==> src/hdl/bad_divider.sv <==
// Restoring unsigned divider, one quotient bit per cycle.
// Stand-alone; no package needed.
module bad_divider #(
   parameter int DW = 53
) (
   input  logic          clock,
   input  logic          reset,
   input  logic          start,
   input  logic [DW-1:0] dividend,
   input  logic [DW-1:0] divisor,
   output logic          done,
   output logic [DW-1:0] quotient
);

   localparam int SW = $clog2(DW + 1);

   logic          busy_ff, busy_in;
   logic          done_ff, done_in;
   logic [SW-1:0] step_ff, step_in;
   logic [DW-1:0] rem_ff, rem_in;
   logic [DW-1:0] quo_ff, quo_in;
   logic [DW-1:0] dsr_ff, dsr_in;
   logic [DW:0]   rem_shift;
   logic [DW:0]   rem_diff;
   logic          fits;

   always_comb begin
      rem_shift = {rem_ff, quo_ff[DW-1]};
      fits      = rem_shift >= {1'b0, dsr_ff};
      rem_diff  = rem_shift - {1'b0, dsr_ff};
      busy_in   = busy_ff;
      done_in   = 1'b0;
      step_in   = step_ff;
      rem_in    = rem_ff;
      quo_in    = quo_ff;
      dsr_in    = dsr_ff;
      if (start && !busy_ff) begin
         busy_in = 1'b1;
         step_in = SW'(DW);
         rem_in  = '0;
         quo_in  = dividend;
         dsr_in  = divisor;
      end else if (busy_ff) begin
         // The remainder stays below the divisor, so it fits in DW bits.
         rem_in  = fits ? rem_diff[DW-1:0] : rem_shift[DW-1:0];
         quo_in  = {quo_ff[DW-2:0], fits};
         step_in = step_ff - SW'(1);
         if (step_ff == SW'(1)) begin
            busy_in = 1'b0;
            done_in = 1'b1;
         end
      end
   end

   always_ff @(posedge clock) begin
      if (reset) begin
         busy_ff <= 1'b0;
         done_ff <= 1'b0;
         step_ff <= '0;
      end else begin
         busy_ff <= busy_in;
         done_ff <= done_in;
         step_ff <= step_in;
      end
   end

   always_ff @(posedge clock) begin
      rem_ff <= rem_in;
      quo_ff <= quo_in;
      dsr_ff <= dsr_in;
   end

   assign done     = done_ff;
   assign quotient = quo_ff;

endmodule

==> config.mk <==
export PLATFORM = sky130hd
export DESIGN_NAME = bad_divider
export DESIGN_NICKNAME = d
export VERILOG_FILES = /design/src/hdl/bad_divider.sv
export SDC_FILE = /design/constraint.sdc
export NUM_CORES = 1
export LEC_CHECK = 0
export BUFFER_PORTS_ARGS = -buffer_cell sky130_fd_sc_hd__buf_2
export CAP_MARGIN = 20
export CORE_ASPECT_RATIO = 0.75
export CORE_MARGIN = 3
export CORE_UTILIZATION = 45
export DETAILED_ROUTE_END_ITERATION = 6
export HOLD_SLACK_MARGIN = 0.08
export PLACE_DENSITY_LB_ADDON = 0.1
export SYNTH_ARGS = -nofsm -noshare
export SYNTH_HDL_FRONTEND = slang
export SYNTH_SLANG_ARGS = --single-unit
==> constraint.sdc <==
create_clock -name clock -period 5.4 [get_ports clock]
set_input_delay 0 -clock clock [delete_from_list [all_inputs] [get_ports clock]]
set_output_delay 0 -clock clock [all_outputs]
set_load 0.03 [all_outputs]
* Yosys cells after proc, flatten, opt, wreduce, memory -nomap -nowiden
Index checks and enable logic that the tools add are counted.
** Word-level totals
- Bits in latches :: 0
- Output and inout port bits :: 54
- Bits of input ports :: 109
- ROM bits :: 0
- Bits in writable memories :: 0
- Word-level logic and storage cells :: 26
- Bits in registers :: 167
- Memories :: 0
** Operators by class
- $mul :: 0
- Reduce and logical (&&, ||, !) cells :: 5
- Bitwise gates (word level) :: 1
- Add/subtract/negate cells :: 2
- Muxes and demuxes :: 9
- Divide/modulo/power cells :: 0
- Shifts and indexed selects :: 0
- Order comparisons :: 1
- Equality and inequality tests :: 1
** Operator list (count)
- $mux W53 :: 3
- $ge A54 B53 Y1 :: 1
- $sub A53 B53 Y53 :: 1
- $mux W6 :: 2
- $eq A6 B1 Y1 const B :: 1
- $sub A6 B1 Y6 const B :: 1
- $mux W1 :: 4
- $reduce_or A3 Y1 :: 1
- $reduce_bool A2 Y1 :: 1
- $reduce_or A2 Y1 :: 1
- $logic_and A1 B1 Y1 :: 1
- $logic_not A1 Y1 :: 1
- $not A1 Y1 :: 1

* Longest topological paths before layout
- Word-level depth :: 4
- Depth in mapped cells :: 16
- Depth with buffers taken out :: 14

* Least setup slack after synthesis
Ideal clock, no wire load.
- Path kind :: flip-flop to flip-flop
- Start point :: register quo_ff[52], in the netlist quotient[52]
- End point :: register rem_ff[0]
- Setup slack :: 1.796 ns
- Data required time :: 5.283 ns
- Path buffers :: 2
- Stages on the path, launching flop included :: 16
- Setup time :: 0.117 ns
- Arrival :: 3.486 ns
- Clock period less this slack :: 3.604 ns
- Cells stage by stage :: edfxtp_1 -> inv_1 -> ha_1 -> inv_1 -> fa_1 -> a21o_1 -> a311oi_1 -> nor4_2 -> o2111ai_1 -> a2111oi_2 -> nor3b_1 -> o31a_1 -> buf_2 -> clkbuf_1 -> nand2_1 -> a32o_1
** Between the ends
- Word-level cells in the longest chain between the ends :: 2
- Elaborated cells on any way between the ends :: 3
- Classes of those cells :: 1 x add/sub; 1 x order compare; 1 x mux
** RTL lines
- start, declared :: line 21 : logic [DW-1:0] quo_ff, quo_in;
- start signal, assigned :: line 69 : quo_ff <= quo_in;
- $sub A53 B53 Y53 or $ge A54 B53 Y1 (tied branches) :: line 30, 29
- $mux W53 (*) :: line 45 : rem_in = fits ? rem_diff[DW-1:0] : rem_shift[DW-1:0];
- end signal, assigned :: line 68 : rem_ff <= rem_in;
- end, declared :: line 20 : logic [DW-1:0] rem_ff, rem_in;
Mark *: on every way between the ends. The rest lies on a longest branch, timed or not.
A chain may end at the register's enable or synchronous reset.

* Final worst setup path
- Start point :: register quo_ff[52], in the netlist quotient[52]
- End point :: register rem_ff[38]
Same word-level chain as after synthesis.

==> results.md <==
* Status: completed
* Drt wl/cell at 16.4 um
* Final setup margin at 1.09 ns
* Family with the most delay on the worst path: compound AO/OA/AOI/OAI gates
* Crit path top cell by count: inv_1
* Minimum clock period at 4.31 ns
* Post-synth EDFFs at 106
* FF-to-FF path depth at 15
* WL met1 at 12.9 mm
* CP endpoint kind: flop
* Worst hold stages at 2
* Ys flop type: edfxtp_1
* Hold Buf Count CTS at 108
* Min-Delay Path Class: input port to flop
* Root cell of the clock tree: clkbuf_16
* Avg Synthesized Cell Area at 9.85 um2
* Finished Layout Cells at 1,514
* Final Cycle Share at 79.8%
* Post-synthesis async set-or-reset flop share at 0%
* Pre-CTS setup slack at 1.11 ns
* Antenna violations before repair at 0
* Clk_skew at 0.0117 ns
* Final ANT Viol Nets at 0
* CP max FO at 32
* Crit Path Class: flop to flop
* Yosys top cell area share at 33.3%
* Worst r2r dst: rem_ff[38]$_SDFFE_PP0P_
* Worst hold path endpoint: dsr_ff[12]$_DFFE_PP_
* Routed WL at 24.9 mm
* Tot Pwr at 5.74 mW
* Slowest stage delay, CP at 0.72 ns
* Hold wc startpoint: divisor[12]
* CP cell instances: inv_1 > ha_1 > inv_1 > fa_1 > a21o_1 > a311oi_1 > nor4_2 > o2111ai_1 > a2111oi_2 > nor3b_1 > o31a_2 > buf_4 > nor2_1 > a21oi_1 > o21ai_0
* TritonCTS buffer count at 17
* Worst reg2reg path startpoint: quotient[52]$_DFFE_PP_
* Pins Over Slew Limit at 0
* Mapped Area at 0.00957 mm2
* Worst path slowest cell: o31a_2
* Yosys warnings at 0
* Startpoint Class: flop
* HPWL after DPL at 17.0 mm
* Synthesis-stage register bit count at 167
* Post-Syn Nets at 1,137
* Post-CTS resize count at 0
* Vias/cell at 5.32
* # clock sinks at 167
* Total gr overflow at 0
* GRT Total Usage at 21.4%
* DRC at 0
* Die Span Y at 132 um
* Largest net degree at the start of global routing at 78
* Vias at 8,047
* Yosys top cell by area: edfxtp_1
* Post-synth top cells: edfxtp_1 (106), a21oi_1 (96), nand2_1 (83)
* Hold Fails Final Rpt at 0
* Maximum Capacitance Violations at 0
* First-pass GRT wire length at 40.3 mm
* Most common cell in the netlist: edfxtp_1
* DIE WIDTH at 174 um
* Unrepaired setup endpoints after global routing: false
* Worst Path Buf+Inv at 3
* Initial core utilization at 46.6%
* 1st-pass router iterations at 5
* Reg clk slew, reported paths at 0.07 ns
* Routed wl met2 at 10.6 mm
* Post-Synthesis Cells at 972
* Die area at 0.0231 mm2
* Uppermost layer routed: met4
* Worst-Skew Late Latency at 0.43 ns
* Max H-tree Level at 4
* Fin util at 60.1%
* Placed cells at 1,374
* Core area at 0.0206 mm2
* Setup slack, reg-to-reg at 1.09 ns
* # diodes at 0
* Leakage power total at 5.18 nW
* IO Port Bufs at 162
* TritonCTS clock tree: built
* Postcts setup bufs at 0
* Slew HR at 35.8%
* Setup TNS at 0 ns
* CP Data Required Time at 5.67 ns
* Layout cells sized above 1 at 21.8%
* Final setup vio count at 0
* Deepest clock path buffer count at 2
* Final Net Count at 1,384
* DRT iter0 DRCs at 574
* GPL Wtd Cong at 0.888
* Power Density at 465 mW/mm2
* Slew @ Worst Pin at 0.961 ns
* Register area share after synthesis at 46.0%
* F_max at 0.232 GHz
* Critical Path AT at 4.58 ns
* VDD IR max at 238 uV
* Row count at 45
* Synth cell types at 62
* Met3 routed WL at 1.18 mm
* Vias in the first global route at 7,809
* Area Overhead vs Synth at 29.0%
* I/O pin total at 163
* Top post-synthesis cells by area: edfxtp_1 (33%), dfxtp_1 (13%), ha_1 (7.2%)
-- metal layers --
metal | GRT usage, % | vias up
met4 | 4.15 | 0
met2 | 31.5 | 197
li1 | - | 4073
met5 | 0 | -
met3 | 4.61 | 24
met1 | 32.4 | 3753
-- layout make-up --
| cell class | instances | area (um2) |
|---|---|---|
| clock buffer | 22 | 485 |
| clock inverter | 10 | 141 |
| fill | 1754 | 8210 |
| inverter | 71 | 267 |
| multi-input combinational | 685 | 4740 |
| sequential | 167 | 4410 |
| tap | 282 | 353 |
| timing repair buffer | 277 | 1960 |
-- where the power goes --
group	internal, mW	switching [mW]	leakage, nW	total, mW
combinational	1.05	1.55	3.33	2.60
sequential	1.64	0.198	1.54	1.84
clock	0.782	0.518	0.302	1.30
total	3.47	2.27	5.18	5.74
-- state kept, by name (all words and copies together), names as in the netlist --
signal and flops:
rem_ff 53, step_ff 6, dsr_ff 53, busy_ff 1
done 1, quotient 53
-- how the worst max path moves through the flow --
| stage | cells past startpoint | slack (ns) | startpoint | to |
|---|---|---|---|---|
| 2_1_floorplan | 15 | 1.80 | quotient[52]$_DFFE_PP_ | rem_ff[0]$_SDFFE_PP0P_ |
| 3_3_place_gp | 15 | 1.28 | quotient[52]$_DFFE_PP_ | rem_ff[30]$_SDFFE_PP0P_ |
| 3_5_place_dp | 15 | 1.11 | quotient[52]$_DFFE_PP_ | rem_ff[36]$_SDFFE_PP0P_ |
| 4_1_cts | 15 | 1.10 | quotient[52]$_DFFE_PP_ | rem_ff[36]$_SDFFE_PP0P_ |
| 5_1_grt | 15 | 0.67 | quotient[52]$_DFFE_PP_ | rem_ff[36]$_SDFFE_PP0P_ |
| 6_report | 15 | 1.09 | quotient[52]$_DFFE_PP_ | rem_ff[38]$_SDFFE_PP0P_ |
-- layout by cell type (no fill, tap or decap), types with 4 or more instances in the layout --
| master | count |
|---|---|
| a211oi_1 | 8 |
| a21boi_0 | 4 |
| nor3_1 | 15 |
| a31oi_1 | 13 |
| xor2_1 | 17 |
| a32oi_1 | 12 |
| a21oi_1 | 96 |
| ha_1 | 55 |
| xnor2_1 | 31 |
| nand4_1 | 21 |
| nor2b_1 | 9 |
| inv_1 | 70 |
| edfxtp_1 | 106 |
| nor2_1 | 51 |
| nand2_1 | 83 |
| a311oi_1 | 5 |
| or3_1 | 7 |
| o21bai_1 | 11 |
| a21o_1 | 22 |
| buf_4 | 6 |
| a22o_1 | 18 |
| mux2_2 | 54 |
| nand2b_1 | 6 |
| and3_1 | 8 |
| o21ai_0 | 72 |
| dlygate4sd3_1 | 108 |
| clkbuf_16 | 18 |
| o21a_1 | 4 |
| nand3_1 | 11 |
| buf_2 | 162 |
| dfxtp_1 | 60 |
| or2_2 | 4 |
-- logic make-up (layout without fill, tap and decap cells) --
| family | count (synthesis) | in the layout | share of synthesized area [%] |
|---|---|---|---|
| multiplexers | 57 | 57 | 6.67 |
| flip-flops | 167 | 167 | 46.0 |
| buffers and inverters | 120 | 380 | 4.76 |
| AO/OA/AOI/OAI | 297 | 297 | 19.6 |
| adder cells (fa/ha/maj) | 56 | 56 | 7.40 |
| XOR/XNOR | 48 | 48 | 4.39 |
| AND/OR/NAND/NOR | 227 | 227 | 11.2 |
-- metrics by stage --
stage	area [um2]	hold slack [ns]
floorplan	9570	0.0989
global route	12300	0.262
global placement	10600	0.176
detailed placement	10600	0.178
CTS	12300	0.251
finish	12300	0.276
Power figures use the tool's default switching activity.
